`config.mk`:
```
export PLATFORM = sky130hd
export DESIGN_NAME = multi_cell_ema_imbalance_monitor
export DESIGN_NICKNAME = d
export VERILOG_FILES = /design/src/rtl/core/emim_pkg.sv /design/src/rtl/core/emim_front.sv /design/src/rtl/core/emim_queue.sv /design/src/rtl/core/emim_back.sv /design/src/rtl/core/multi_cell_ema_imbalance_monitor.sv
export SDC_FILE = /design/constraint.sdc
export NUM_CORES = 2
export LEC_CHECK = 0
export ABC_AREA = 1
export CAP_MARGIN = 30
export CORE_MARGIN = 8
export CORE_UTILIZATION = 35
export CTS_CLUSTER_DIAMETER = 80
export DETAILED_ROUTE_END_ITERATION = 10
export DONT_BUFFER_PORTS = 1
export PLACE_DENSITY = 0.49
export SYNTH_ARGS = -nofsm -noshare
export SYNTH_HDL_FRONTEND = slang
export SYNTH_HIERARCHICAL = 1
export SYNTH_SLANG_ARGS = --single-unit
export TNS_END_PERCENT = 50
```
`constraint.sdc`:
```
create_clock -name clk -period 11.15 [get_ports clk]
set_input_delay 0.5575 -clock clk [delete_from_list [all_inputs] [get_ports clk]]
set_output_delay 0.5575 -clock clk [all_outputs]
set_load 0.01 [all_outputs]
```
`src/rtl/core/emim_pkg.sv`:
```
// Shared types and constants for the multi-cell EMA imbalance monitor.
package emim_pkg;

  localparam int MV_W        = 13;  // millivolt fields
  localparam int FILT_W      = 21;  // filtered value in 1/256 mV
  localparam int ADC_W       = 12;  // saturated ADC count
  localparam int ALPHA_W     = 9;
  localparam int FIELD_CELLS = 4;   // cell fields carried by one item
  localparam int FSEL_W      = 2;
  localparam int OUT_IDX_W   = 3;
  localparam int TOTAL_W     = 15;
  localparam int PCT_W       = 14;
  localparam int PROD_W      = 25;  // count times full scale
  localparam int EST_W       = PROD_W + 9;
  localparam int CORR_W      = 14;  // width of the reciprocal correction remainder
  localparam int PM_W        = FILT_W + PCT_W;
  localparam int CFG_IDX_W   = 1;
  localparam int CFG_DATA_W  = 13;
  localparam int QUEUE_DEPTH = 2;

  localparam int DIV_BITS_PER_CYC = 2;
  localparam int DIV_CYCLES       = PCT_W / DIV_BITS_PER_CYC;
  localparam int DIV_CNT_W        = 3;

  localparam logic [ADC_W-1:0]   ADC_MAX     = 12'd4095;
  localparam logic [FILT_W-1:0]  RESET_FILT  = 21'd947200;
  localparam logic [FILT_W-1:0]  LOW_MAX_Q8  = 21'd25600;
  localparam logic [TOTAL_W-1:0] TOTAL_MAX   = 15'd32767;
  localparam logic [PCT_W-1:0]   PCT_SCALE   = 14'd10000;
  localparam logic [ALPHA_W-1:0] ALPHA_RESET = 9'd51;
  localparam logic [ALPHA_W-1:0] ALPHA_MAX   = 9'd256;
  localparam logic [MV_W-1:0]    FS_RESET    = 13'd4200;

  typedef enum logic [CFG_IDX_W-1:0] {
    REG_ALPHA      = 1'b0,
    REG_FULL_SCALE = 1'b1
  } cfg_reg_t;

  // One classified item: override flag and per-field values, counts already saturated.
  typedef struct packed {
    logic                                ovr;
    logic [FIELD_CELLS-1:0][MV_W-1:0]    val;
  } item_t;

  typedef struct packed {
    logic [FIELD_CELLS-1:0][MV_W-1:0] cell_mv;
    logic [OUT_IDX_W-1:0]             weakest;
    logic [OUT_IDX_W-1:0]             strongest;
    logic [MV_W-1:0]                  min_mv;
    logic [MV_W-1:0]                  max_mv;
    logic [TOTAL_W-1:0]               total_mv;
    logic [MV_W-1:0]                  average_mv;
    logic [MV_W-1:0]                  imbalance_mv;
    logic [PCT_W-1:0]                 pct_x100;
  } res_t;

endpackage

```
`src/rtl/core/emim_front.sv`:
```
// Front end: configuration registers and the input stage that classifies and saturates items.
module emim_front (
  input  logic                                              clk,
  input  logic                                              rst_n,
  input  logic                                              cfg_valid,
  output logic                                              cfg_ready,
  input  logic [emim_pkg::CFG_IDX_W-1:0]                    cfg_index,
  input  logic [emim_pkg::CFG_DATA_W-1:0]                   cfg_data,
  input  logic                                              in_valid,
  output logic                                              in_ready,
  input  logic                                              in_func,
  input  logic [emim_pkg::FIELD_CELLS-1:0][emim_pkg::MV_W-1:0] in_val,
  output logic                                              push_valid,
  input  logic                                              push_ready,
  output emim_pkg::item_t                                   push_item,
  output logic [emim_pkg::ALPHA_W-1:0]                      alpha,
  output logic [emim_pkg::MV_W-1:0]                         full_scale
);

  logic [emim_pkg::ALPHA_W-1:0] alpha_r;
  logic [emim_pkg::MV_W-1:0]    fs_r;
  logic [emim_pkg::ALPHA_W-1:0] alpha_wr;
  logic                         fr_valid_r;
  emim_pkg::item_t              fr_item_r;
  emim_pkg::item_t              item_nxt;
  logic                         in_acc;

  assign cfg_ready  = 1'b1;
  assign alpha      = alpha_r;
  assign full_scale = fs_r;
  assign alpha_wr   = cfg_data[emim_pkg::ALPHA_W-1:0];

  always_ff @(posedge clk) begin
    if (!rst_n) begin
      alpha_r <= emim_pkg::ALPHA_RESET;
      fs_r    <= emim_pkg::FS_RESET;
    end else if (cfg_valid) begin
      case (emim_pkg::cfg_reg_t'(cfg_index))
        emim_pkg::REG_ALPHA: begin
          // Weights outside 1..256 are dropped and the old weight stays.
          if (alpha_wr != '0 && alpha_wr <= emim_pkg::ALPHA_MAX) begin
            alpha_r <= alpha_wr;
          end
        end
        emim_pkg::REG_FULL_SCALE: begin
          fs_r <= cfg_data[emim_pkg::MV_W-1:0];
        end
        default: begin
        end
      endcase
    end
  end

  always_comb begin
    item_nxt.ovr = in_func;
    for (int i = 0; i < emim_pkg::FIELD_CELLS; i++) begin
      if (!in_func && in_val[i] > emim_pkg::MV_W'(emim_pkg::ADC_MAX)) begin
        item_nxt.val[i] = emim_pkg::MV_W'(emim_pkg::ADC_MAX);
      end else begin
        item_nxt.val[i] = in_val[i];
      end
    end
  end

  assign in_ready   = !fr_valid_r || push_ready;
  assign in_acc     = in_valid && in_ready;
  assign push_valid = fr_valid_r;
  assign push_item  = fr_item_r;

  always_ff @(posedge clk) begin
    if (!rst_n) begin
      fr_valid_r <= 1'b0;
    end else if (in_acc) begin
      fr_valid_r <= 1'b1;
    end else if (push_ready) begin
      fr_valid_r <= 1'b0;
    end
  end

  always_ff @(posedge clk) begin
    if (in_acc) begin
      fr_item_r <= item_nxt;
    end
  end

endmodule

```
`src/rtl/core/emim_queue.sv`:
```
// Short item queue between the front end and the back end.
module emim_queue #(
  parameter int DEPTH = 2
) (
  input  logic            clk,
  input  logic            rst_n,
  input  logic            push_valid,
  output logic            push_ready,
  input  emim_pkg::item_t push_item,
  output logic            pop_valid,
  input  logic            pop_ready,
  output emim_pkg::item_t pop_item
);

  localparam int PW = (DEPTH > 1) ? $clog2(DEPTH) : 1;
  localparam int CW = $clog2(DEPTH + 1);

  emim_pkg::item_t mem_r [DEPTH];
  logic [PW-1:0]   wr_ptr_r;
  logic [PW-1:0]   rd_ptr_r;
  logic [CW-1:0]   count_r;
  logic            push;
  logic            pop;

  assign push_ready = (count_r != CW'(DEPTH));
  assign pop_valid  = (count_r != '0);
  assign pop_item   = mem_r[rd_ptr_r];
  assign push       = push_valid && push_ready;
  assign pop        = pop_valid && pop_ready;

  always_ff @(posedge clk) begin
    if (!rst_n) begin
      wr_ptr_r <= '0;
      rd_ptr_r <= '0;
      count_r  <= '0;
    end else begin
      if (push) begin
        wr_ptr_r <= (wr_ptr_r == PW'(DEPTH - 1)) ? '0 : wr_ptr_r + 1'b1;
      end
      if (pop) begin
        rd_ptr_r <= (rd_ptr_r == PW'(DEPTH - 1)) ? '0 : rd_ptr_r + 1'b1;
      end
      if (push && !pop) begin
        count_r <= count_r + 1'b1;
      end else if (pop && !push) begin
        count_r <= count_r - 1'b1;
      end
    end
  end

  always_ff @(posedge clk) begin
    if (push) begin
      mem_r[wr_ptr_r] <= push_item;
    end
  end

endmodule

```
`src/rtl/core/emim_back.sv`:
```
// Back end: per-cell filter pipeline, pack statistics, percentage divider and result register.
module emim_back #(
  parameter int CELL_COUNT = 4
) (
  input  logic                          clk,
  input  logic                          rst_n,
  input  emim_pkg::item_t               item,
  input  logic                          item_valid,
  output logic                          item_ready,
  input  logic [emim_pkg::ALPHA_W-1:0]  alpha,
  input  logic [emim_pkg::MV_W-1:0]     full_scale,
  output emim_pkg::res_t                res,
  output logic                          res_valid,
  input  logic                          res_ready
);

  localparam int CIW    = $clog2(CELL_COUNT);
  localparam int CNTW   = $clog2(CELL_COUNT + 1);
  localparam int IXW    = (CIW + 1 > emim_pkg::OUT_IDX_W) ? CIW + 1 : emim_pkg::OUT_IDX_W;
  localparam int SW     = emim_pkg::FILT_W + CIW;
  localparam int TIN_W  = SW - 8;
  localparam int TSW    = (TIN_W > emim_pkg::TOTAL_W) ? TIN_W : emim_pkg::TOTAL_W;
  localparam int AVG_SH = TIN_W + CIW;
  localparam int AVG_PW = TIN_W + AVG_SH;
  localparam int unsigned AVG_RECIP_I = ((1 << AVG_SH) + CELL_COUNT - 1) / CELL_COUNT;
  localparam logic [AVG_SH-1:0] AVG_RECIP = AVG_SH'(AVG_RECIP_I);

  localparam int FW = emim_pkg::FILT_W;

  typedef enum logic [4:0] {
    ST_IDLE  = 5'b00001,
    ST_CELLS = 5'b00010,
    ST_STATS = 5'b00100,
    ST_DIV   = 5'b01000,
    ST_OUT   = 5'b10000
  } state_t;

  function automatic logic [FW:0] div_step(input logic [FW-1:0] rem,
                                           input logic nb,
                                           input logic [FW-1:0] den);
    logic [FW:0] sh;
    logic [FW:0] df;
    begin
      sh = {rem, nb};
      df = sh - {1'b0, den};
      if (sh >= {1'b0, den}) begin
        return {df[FW-1:0], 1'b1};
      end else begin
        return {sh[FW-1:0], 1'b0};
      end
    end
  endfunction

  state_t                           state_r;
  state_t                           state_nxt;
  emim_pkg::item_t                  item_r;
  logic [CNTW-1:0]                  iss_r;

  logic                             p1_v_r, p2_v_r, p3_v_r, p4_v_r;
  logic [CIW-1:0]                   p1_idx_r, p2_idx_r, p3_idx_r, p4_idx_r;
  logic [emim_pkg::PROD_W-1:0]      p1_prod_r;
  logic [FW-1:0]                    p2_q_r;
  logic [emim_pkg::CORR_W-1:0]      p2_ylo_r;
  logic [FW-1:0]                    p3_raw_r;
  logic [FW-1:0]                    p4_new_r;
  logic [FW-1:0]                    filt_r [CELL_COUNT];

  logic [FW-1:0]                    st_min_r, st_max_r;
  logic [CIW-1:0]                   st_weak_r, st_strong_r;
  logic [SW-1:0]                    st_sum_r;
  logic [emim_pkg::TOTAL_W-1:0]     total_r;
  logic [AVG_PW-1:0]                avg_prod_r;

  logic [FW-1:0]                    div_rem_r;
  logic [emim_pkg::PCT_W-1:0]       div_lo_r;
  logic [emim_pkg::PCT_W-1:0]       div_q_r;
  logic [emim_pkg::DIV_CNT_W-1:0]   div_cnt_r;

  emim_pkg::res_t                   res_r;
  emim_pkg::res_t                   res_nxt;
  logic                             res_valid_r;

  logic                             accept;
  logic                             issue;
  logic [CIW-1:0]                   iss_idx;
  logic [IXW-1:0]                   idx_w;
  logic [emim_pkg::FSEL_W-1:0]      fsel;
  logic [emim_pkg::MV_W-1:0]        field_v;
  logic [emim_pkg::PROD_W-1:0]      prod_nxt;
  logic [emim_pkg::EST_W-1:0]       est_num;
  logic [FW-1:0]                    q_nxt;
  logic [emim_pkg::CORR_W-1:0]      r_corr;
  logic [FW-1:0]                    raw_nxt;
  logic [FW-1:0]                    filt_cur;
  logic signed [FW:0]               diff;
  logic signed [FW+10:0]            mprod;
  logic [FW+11:0]                   mix;
  logic [FW-1:0]                    new_nxt;
  logic                             last_cell;
  logic [FW-1:0]                    spread;
  logic [emim_pkg::PM_W-1:0]        pmul;
  logic [TIN_W-1:0]                 tsum;
  logic [TSW-1:0]                   tsum_w;
  logic [emim_pkg::TOTAL_W-1:0]     total_nxt;
  logic [FW-1:0]                    rem_nxt;
  logic [emim_pkg::PCT_W-1:0]       lo_nxt;
  logic [emim_pkg::PCT_W-1:0]       q_div_nxt;
  logic                             div_done;
  logic                             load_res;
  logic [IXW-1:0]                   weak_w, strong_w;
  logic [emim_pkg::FIELD_CELLS-1:0][emim_pkg::MV_W-1:0] cell_mv_w;

  assign item_ready = (state_r == ST_IDLE);
  assign accept     = item_valid && item_ready;
  assign res        = res_r;
  assign res_valid  = res_valid_r;

  // Issue side: one cell enters the filter pipeline per cycle.
  assign issue   = (state_r == ST_CELLS) && (iss_r < CNTW'(CELL_COUNT));
  assign iss_idx = iss_r[CIW-1:0];
  assign idx_w   = IXW'(iss_idx);
  // Cells past the fourth reuse the last field.
  assign fsel    = (idx_w < IXW'(emim_pkg::FIELD_CELLS)) ? idx_w[emim_pkg::FSEL_W-1:0]
                                                         : emim_pkg::FSEL_W'(emim_pkg::FIELD_CELLS - 1);
  assign field_v = item_r.val[fsel];
  assign prod_nxt = item_r.ovr ? emim_pkg::PROD_W'(field_v)
                               : emim_pkg::PROD_W'(field_v[emim_pkg::ADC_W-1:0]) *
                                 emim_pkg::PROD_W'(full_scale);

  // x*256/4095 by the series 1/4096 + 1/4096^2 + 1/4096^3; the estimate is low by at most one.
  assign est_num = (emim_pkg::EST_W'(p1_prod_r) << 8) + emim_pkg::EST_W'(p1_prod_r >> 4) +
                   emim_pkg::EST_W'(p1_prod_r >> 16);
  assign q_nxt   = item_r.ovr ? {p1_prod_r[emim_pkg::MV_W-1:0], 8'd0} : est_num[FW+11:12];

  // Remainder y - q*4095 is below 8190, so 14 bits of modular arithmetic are exact.
  assign r_corr  = p2_ylo_r - {p2_q_r[1:0], 12'd0} + p2_q_r[emim_pkg::CORR_W-1:0];
  assign raw_nxt = (!item_r.ovr && r_corr >= emim_pkg::CORR_W'(emim_pkg::ADC_MAX)) ?
                   p2_q_r + 1'b1 : p2_q_r;

  // alpha*raw + (256-alpha)*filt is rewritten as 256*filt + alpha*(raw-filt).
  assign filt_cur = filt_r[p3_idx_r];
  assign diff     = $signed({1'b0, p3_raw_r}) - $signed({1'b0, filt_cur});
  assign mprod    = $signed({1'b0, alpha}) * diff;
  assign mix      = {4'd0, filt_cur, 8'd0} + {mprod[FW+10], mprod};
  assign new_nxt  = item_r.ovr ? p3_raw_r : mix[FW+7:8];

  assign last_cell = p4_v_r && (p4_idx_r == CIW'(CELL_COUNT - 1));

  assign spread    = st_max_r - st_min_r;
  assign pmul      = emim_pkg::PM_W'(spread) * emim_pkg::PM_W'(emim_pkg::PCT_SCALE);
  assign tsum      = st_sum_r[SW-1:8];
  assign tsum_w    = TSW'(tsum);
  assign total_nxt = (tsum_w > TSW'(emim_pkg::TOTAL_MAX)) ? emim_pkg::TOTAL_MAX
                                                          : tsum_w[emim_pkg::TOTAL_W-1:0];

  always_comb begin
    logic [FW:0] step;
    rem_nxt   = div_rem_r;
    lo_nxt    = div_lo_r;
    q_div_nxt = div_q_r;
    for (int k = 0; k < emim_pkg::DIV_BITS_PER_CYC; k++) begin
      step      = div_step(rem_nxt, lo_nxt[emim_pkg::PCT_W-1], st_max_r);
      rem_nxt   = step[FW:1];
      q_div_nxt = {q_div_nxt[emim_pkg::PCT_W-2:0], step[0]};
      lo_nxt    = lo_nxt << 1;
    end
  end

  assign div_done = (div_cnt_r == emim_pkg::DIV_CNT_W'(emim_pkg::DIV_CYCLES - 1));
  assign load_res = (state_r == ST_OUT) && (!res_valid_r || res_ready);

  for (genvar g = 0; g < emim_pkg::FIELD_CELLS; g++) begin : g_cell_out
    if (g < CELL_COUNT) begin : g_on
      assign cell_mv_w[g] = filt_r[g][FW-1:8];
    end else begin : g_off
      assign cell_mv_w[g] = '0;
    end
  end

  assign weak_w   = IXW'(st_weak_r) + IXW'(1);
  assign strong_w = IXW'(st_strong_r) + IXW'(1);

  always_comb begin
    res_nxt.cell_mv      = cell_mv_w;
    res_nxt.weakest      = weak_w[emim_pkg::OUT_IDX_W-1:0];
    res_nxt.strongest    = strong_w[emim_pkg::OUT_IDX_W-1:0];
    res_nxt.min_mv       = st_min_r[FW-1:8];
    res_nxt.max_mv       = st_max_r[FW-1:8];
    res_nxt.total_mv     = total_r;
    res_nxt.average_mv   = avg_prod_r[AVG_SH +: emim_pkg::MV_W];
    res_nxt.imbalance_mv = spread[FW-1:8];
    res_nxt.pct_x100     = (st_max_r < emim_pkg::LOW_MAX_Q8) ? '0 : div_q_r;
  end

  always_comb begin
    state_nxt = state_r;
    case (state_r)
      ST_IDLE: begin
        if (accept) begin
          state_nxt = ST_CELLS;
        end
      end
      ST_CELLS: begin
        if (last_cell) begin
          state_nxt = ST_STATS;
        end
      end
      ST_STATS: begin
        state_nxt = ST_DIV;
      end
      ST_DIV: begin
        if (div_done) begin
          state_nxt = ST_OUT;
        end
      end
      ST_OUT: begin
        if (load_res) begin
          state_nxt = ST_IDLE;
        end
      end
      default: begin
        state_nxt = ST_IDLE;
      end
    endcase
  end

  always_ff @(posedge clk) begin
    if (!rst_n) begin
      state_r     <= ST_IDLE;
      iss_r       <= '0;
      p1_v_r      <= 1'b0;
      p2_v_r      <= 1'b0;
      p3_v_r      <= 1'b0;
      p4_v_r      <= 1'b0;
      res_valid_r <= 1'b0;
      for (int i = 0; i < CELL_COUNT; i++) begin
        filt_r[i] <= emim_pkg::RESET_FILT;
      end
    end else begin
      state_r <= state_nxt;
      if (accept) begin
        iss_r <= '0;
      end else if (issue) begin
        iss_r <= iss_r + 1'b1;
      end
      p1_v_r <= issue;
      p2_v_r <= p1_v_r;
      p3_v_r <= p2_v_r;
      p4_v_r <= p3_v_r;
      if (p4_v_r) begin
        filt_r[p4_idx_r] <= p4_new_r;
      end
      if (load_res) begin
        res_valid_r <= 1'b1;
      end else if (res_ready) begin
        res_valid_r <= 1'b0;
      end
    end
  end

  always_ff @(posedge clk) begin
    if (accept) begin
      item_r <= item;
    end
    p1_idx_r  <= iss_idx;
    p1_prod_r <= prod_nxt;
    p2_idx_r  <= p1_idx_r;
    p2_q_r    <= q_nxt;
    p2_ylo_r  <= {p1_prod_r[5:0], 8'd0};
    p3_idx_r  <= p2_idx_r;
    p3_raw_r  <= raw_nxt;
    p4_idx_r  <= p3_idx_r;
    p4_new_r  <= new_nxt;

    // Running statistics in cell order; strict compares keep the first cell on ties.
    if (p4_v_r) begin
      if (p4_idx_r == '0) begin
        st_min_r    <= p4_new_r;
        st_max_r    <= p4_new_r;
        st_weak_r   <= '0;
        st_strong_r <= '0;
        st_sum_r    <= SW'(p4_new_r);
      end else begin
        if (p4_new_r < st_min_r) begin
          st_min_r  <= p4_new_r;
          st_weak_r <= p4_idx_r;
        end
        if (p4_new_r > st_max_r) begin
          st_max_r    <= p4_new_r;
          st_strong_r <= p4_idx_r;
        end
        st_sum_r <= st_sum_r + SW'(p4_new_r);
      end
    end

    if (state_r == ST_STATS) begin
      total_r    <= total_nxt;
      avg_prod_r <= AVG_PW'(tsum) * AVG_PW'(AVG_RECIP);
      // The quotient is below 2^14, so the upper dividend bits are already below the divisor.
      div_rem_r  <= pmul[emim_pkg::PM_W-1:emim_pkg::PCT_W];
      div_lo_r   <= pmul[emim_pkg::PCT_W-1:0];
      div_q_r    <= '0;
      div_cnt_r  <= '0;
    end else if (state_r == ST_DIV) begin
      div_rem_r <= rem_nxt;
      div_lo_r  <= lo_nxt;
      div_q_r   <= q_div_nxt;
      div_cnt_r <= div_cnt_r + 1'b1;
    end

    if (load_res) begin
      res_r <= res_nxt;
    end
  end

endmodule

```
`src/rtl/core/multi_cell_ema_imbalance_monitor.sv`:
```
// Multi-cell EMA filter with min/max tracking and imbalance statistics, top level.
// The back end works on one item at a time and finishes it before it accepts the next: it takes
// the item, runs each cell through the filter pipeline, updates the statistics, runs the
// percentage divider and posts the result.
// The front stage and two-entry queue hold up to three further items.
// Synchronous active-low reset: alpha 51, full scale 4200 mV, every cell at 3700 mV.
module multi_cell_ema_imbalance_monitor #(
  parameter int CELL_COUNT = 4
) (
  input  logic                                clk,
  input  logic                                rst_n,
  input  logic                                cfg_valid,
  output logic                                cfg_ready,
  input  logic [emim_pkg::CFG_IDX_W-1:0]      cfg_index,
  input  logic [emim_pkg::CFG_DATA_W-1:0]     cfg_data,
  input  logic                                in_valid,
  output logic                                in_ready,
  input  logic                                in_func,
  input  logic [emim_pkg::MV_W-1:0]           in_cell_a_value,
  input  logic [emim_pkg::MV_W-1:0]           in_cell_b_value,
  input  logic [emim_pkg::MV_W-1:0]           in_cell_c_value,
  input  logic [emim_pkg::MV_W-1:0]           in_cell_d_value,
  output logic                                out_valid,
  input  logic                                out_ready,
  output logic [emim_pkg::MV_W-1:0]           out_cell_a_mv,
  output logic [emim_pkg::MV_W-1:0]           out_cell_b_mv,
  output logic [emim_pkg::MV_W-1:0]           out_cell_c_mv,
  output logic [emim_pkg::MV_W-1:0]           out_cell_d_mv,
  output logic [emim_pkg::OUT_IDX_W-1:0]      out_weakest_cell,
  output logic [emim_pkg::OUT_IDX_W-1:0]      out_strongest_cell,
  output logic [emim_pkg::MV_W-1:0]           out_min_mv,
  output logic [emim_pkg::MV_W-1:0]           out_max_mv,
  output logic [emim_pkg::TOTAL_W-1:0]        out_total_mv,
  output logic [emim_pkg::MV_W-1:0]           out_average_mv,
  output logic [emim_pkg::MV_W-1:0]           out_imbalance_mv,
  output logic [emim_pkg::PCT_W-1:0]          out_imbalance_pct_x100
);

  logic [emim_pkg::FIELD_CELLS-1:0][emim_pkg::MV_W-1:0] in_val;
  logic                          push_valid;
  logic                          push_ready;
  emim_pkg::item_t               push_item;
  logic                          pop_valid;
  logic                          pop_ready;
  emim_pkg::item_t               pop_item;
  logic [emim_pkg::ALPHA_W-1:0]  alpha;
  logic [emim_pkg::MV_W-1:0]     full_scale;
  emim_pkg::res_t                res;

  assign in_val[0] = in_cell_a_value;
  assign in_val[1] = in_cell_b_value;
  assign in_val[2] = in_cell_c_value;
  assign in_val[3] = in_cell_d_value;

  emim_front u_front (
    .clk        (clk),
    .rst_n      (rst_n),
    .cfg_valid  (cfg_valid),
    .cfg_ready  (cfg_ready),
    .cfg_index  (cfg_index),
    .cfg_data   (cfg_data),
    .in_valid   (in_valid),
    .in_ready   (in_ready),
    .in_func    (in_func),
    .in_val     (in_val),
    .push_valid (push_valid),
    .push_ready (push_ready),
    .push_item  (push_item),
    .alpha      (alpha),
    .full_scale (full_scale)
  );

  emim_queue #(
    .DEPTH (emim_pkg::QUEUE_DEPTH)
  ) u_queue (
    .clk        (clk),
    .rst_n      (rst_n),
    .push_valid (push_valid),
    .push_ready (push_ready),
    .push_item  (push_item),
    .pop_valid  (pop_valid),
    .pop_ready  (pop_ready),
    .pop_item   (pop_item)
  );

  emim_back #(
    .CELL_COUNT (CELL_COUNT)
  ) u_back (
    .clk        (clk),
    .rst_n      (rst_n),
    .item       (pop_item),
    .item_valid (pop_valid),
    .item_ready (pop_ready),
    .alpha      (alpha),
    .full_scale (full_scale),
    .res        (res),
    .res_valid  (out_valid),
    .res_ready  (out_ready)
  );

  assign out_cell_a_mv          = res.cell_mv[0];
  assign out_cell_b_mv          = res.cell_mv[1];
  assign out_cell_c_mv          = res.cell_mv[2];
  assign out_cell_d_mv          = res.cell_mv[3];
  assign out_weakest_cell       = res.weakest;
  assign out_strongest_cell     = res.strongest;
  assign out_min_mv             = res.min_mv;
  assign out_max_mv             = res.max_mv;
  assign out_total_mv           = res.total_mv;
  assign out_average_mv         = res.average_mv;
  assign out_imbalance_mv       = res.imbalance_mv;
  assign out_imbalance_pct_x100 = res.pct_x100;

endmodule

```
==> impl_results.md <==
- Status: complete, no violations
- Min-delay worst type: input pin to flop
- Seq cells post-synth: approximately 720
- GP Congestion: between 0.8 and 0.9
- Die Wd: 394 um
- Register-to-Register Path Depth: 32
- Final non-filler cell total: about 7.4k
- Final hold viol count: 0
- Hold Path Depth: 2
- Via density: between 4 and 5
- Clock sinks: approximately 720
- Rows: about 140
- PortBufs: 0
- EDFF count, synth: around 560
- Setup crit end kind: flop
- Antenna violations before repair: 8
- Placed cell area: between 50000 and 60000 um^2
- CTS tree: done
- Layout cells sized above 1: approximately 5.6%
- CP startpoint kind: flop
- H-tree depth: 3
- Bufs and invs on worst path: 7
- Placed insts: around 7.2k
- DR iter-0 viols: between 2k and 2.5k
- Setup_tns: 0 ns
- Core area: 143000 um^2
- Syn Nets: between 6k and 7k
- Remaining Overflow, GRT: 0
- WP data required: around 12 ns
- Worst-Margin Slew: 1.00 ns
- Design area: approximately 55000 um^2
- Total die area: 156000 um^2
- Die H: 394 um
- Worst Path Max Fanout: 44
- Fin. max-slew vios: 0
- Final Cycle Share: between 70% and 80%
- Post-synth top area share: approximately a third
- # hold bufs at CTS: 15
- Reg clk slew, reported paths: 0.06 ns
- Commonest register cell after synthesis: edfxtp_1
- FMAX: roughly 120 MHz
- Layout area overhead: 10.5%
- WL per Instance: 19.6 um
- Unique masters post-synth: 66
- GRT Total Usage: a little under a fifth
- Most frequent cell after synthesis: nand2_1
- Setup bufs post-CTS: 0
- CP Data Arrival Time: 9.26 ns
- Root buf cell: clkbuf_16
- # nets final: between 6k and 7k
- WS Path Type: flop to flop
- Setup Skew: ~0.066 ns
- TritonRoute pass-1 iters: 5
- Skew-Pair Late Insertion Delay: between 0.6 and 0.7 ns
- Mean Syn Cell Area: a little over 9 um^2
- Global-route wire length before repair: ~220000 um
- IO Count: approximately 210
- Ys async rst share: 0%
- Mapped cell area: between 50000 and 60000 um^2
- Yosys warns: 6
- Routed wire length: between 100000 and 150000 um
- Max incr delay on CP: between 0.6 and 0.7 ns
- Cell family with most CP delay: adder cells
- Antenna Nets Post-Route: 0
- Mapped Cells: about 5.4k
- Largest net degree at the start of global routing: 67
- Final setup viols: 0
- Maximum buffer depth of the clock tree: 3
- Rel. slew slack: approximately a third
- Post-route DRC: 0
- PostCTS Resize Cnt: 0
- Worst path depth: 32
- Post-synthesis sequential area ratio: between 40% and 50%
- Synth cell count leaders: 1063 x nand2_1, 1011 x inv_1, 563 x edfxtp_1
- CTS buffer count: 84
- Antenna cell count: 0
- Initial Util: 35.1%
- Setup repair after global routing missed its margin: no
- Area contributors post-synth: edfxtp_1 34%, fa_1 14%, ha_1 10%, nand2_1 8.0%, inv_1 7.6%
- Slowest-stage cell, CP: fa_1
- DR vias: approximately 36k
- Max_cap viols: 0
- Vias in the first global route: around 36k
- Post-DP HPWL: between 100000 and 150000 um
- Final worst path period need: approximately 8.7 ns
- Largest area contributor in the netlist: edfxtp_1
placed cells by master (no fill, tap or decap), types with 14 or more instances in the layout:
| cell type | Yosys | final |
|---|---|---|
| clkbuf_1 | 111 | 14 |
| o21a_1 | 18 | 18 |
| dfxtp_1 | 160 | 158 |
| nor2_1 | 440 | 436 |
| a31oi_1 | 16 | 16 |
| nor3_1 | 56 | 55 |
| o211ai_1 | 14 | 14 |
| clkinv_2 | 0 | 14 |
| a21o_1 | 15 | 15 |
| buf_4 | 3 | 37 |
| o21bai_1 | 23 | 23 |
| nand2_1 | 1063 | 1063 |
| o21ai_0 | 203 | 201 |
| nand4_1 | 56 | 56 |
| a21oi_1 | 302 | 300 |
| xor2_1 | 81 | 81 |
| fa_1 | 338 | 338 |
| xnor2_1 | 43 | 43 |
| nand3_1 | 172 | 172 |
| edfxtp_1 | 563 | 563 |
| o21ai_1 | 26 | 26 |
| dlygate4sd3_1 | 0 | 14 |
| inv_1 | 1011 | 1009 |
| or2_2 | 14 | 14 |
| o22ai_1 | 23 | 23 |
| ha_1 | 413 | 413 |
| clkbuf_16 | 0 | 87 |
| mux2_4 | 50 | 50 |
per-layer routing:
layer  vias up  share of wire (%)  GRT usage [%]  routed length [um]
met5         -              0.015              0                  21
met4         4                2.7           4.99                3890
met3       179                5.3           2.77                7660
met2       932                 45           29.0               64700
met1     17300                 47           25.3               67800
li1      17500                  -              -                   -
final timing paths:
kind | startpoint | end | slack, ns
min | in_cell_d_value[6] | u_front/push_item[45]$_SDFFCE_PP1P_ | 0.05
max reg2reg | u_back/p3_idx_r[0]$_DFF_P_ | u_back/p4_new_r[15]$_DFF_P_ | 2.46
min reg2reg | u_back/p1_idx_r[1]$_DFF_P_ | u_back/p2_idx_r[1]$_DFF_P_ | 0.34
max | u_back/p3_idx_r[0]$_DFF_P_ | u_back/p4_new_r[15]$_DFF_P_ | 2.46
flip-flops by register name, summed over array words and instances (netlist names), 3 cells and up, named ones only:
register / cells
u_back/p1_prod_r: 25
u_back/p4_new_r: 21
u_front/push_item: 53
u_back/div_lo_r: 10
u_back/st_max_r: 21
u_back/div_cnt_r: 3
u_back/div_rem_r: 21
u_front/alpha: 9
u_back/state_r: 5
u_back/item_r: 53
u_back/total_r: 15
u_front/full_scale: 13
u_back/div_q_r: 14
u_back/res: 139
u_back/st_sum_r: 23
u_back/st_min_r: 21
u_back/p2_q_r: 21
u_back/p2_ylo_r: 6
u_back/iss_r: 3
u_back/p3_raw_r: 21
u_queue/mem_r: 106
u_back/avg_prod_r: 13
u_back/filt_r: 84
cell families after synthesis:
| group | synth area share (%) |
|---|---|
| AOI/OAI and AO/OA | 8.21 |
| adders and majority gates | 23.8 |
| muxes | 1.57 |
| buffers and inverters | 8.95 |
| and+or+nand+nor | 15.1 |
| xor gates and xnor gates | 2.23 |
| DFF | 40.1 |
| other | 0.00748 |
through the flow:
stage | hold WS, ns | util (%) | setup WS, ns
after CTS | 0.000698 | 38.8 | 2.52
after floorplan | 0.310 | - | 4.14
final | 0.0534 | 38.8 | 2.46
after detailed placement | 0.328 | 36.6 | 2.54
after global routing | 0.0172 | 38.8 | 1.91
after global placement | 0.317 | 36.5 | 2.67
final cells by class:
cell class,instances,area [um^2]
Clock inverter,47,551
Timing Repair Buffer,59,587
Inverter,1019,3820
Clock buffer,110,2350
Sequential cell,723,20100
Tap cell,1903,2380
Multi-Input combinational cell,3496,25600
Fill cell,14400,87400
Power is left out: the tool's default activity adds up to more than one toggle a clock period on the data nets, which glitch-free logic cannot reach.
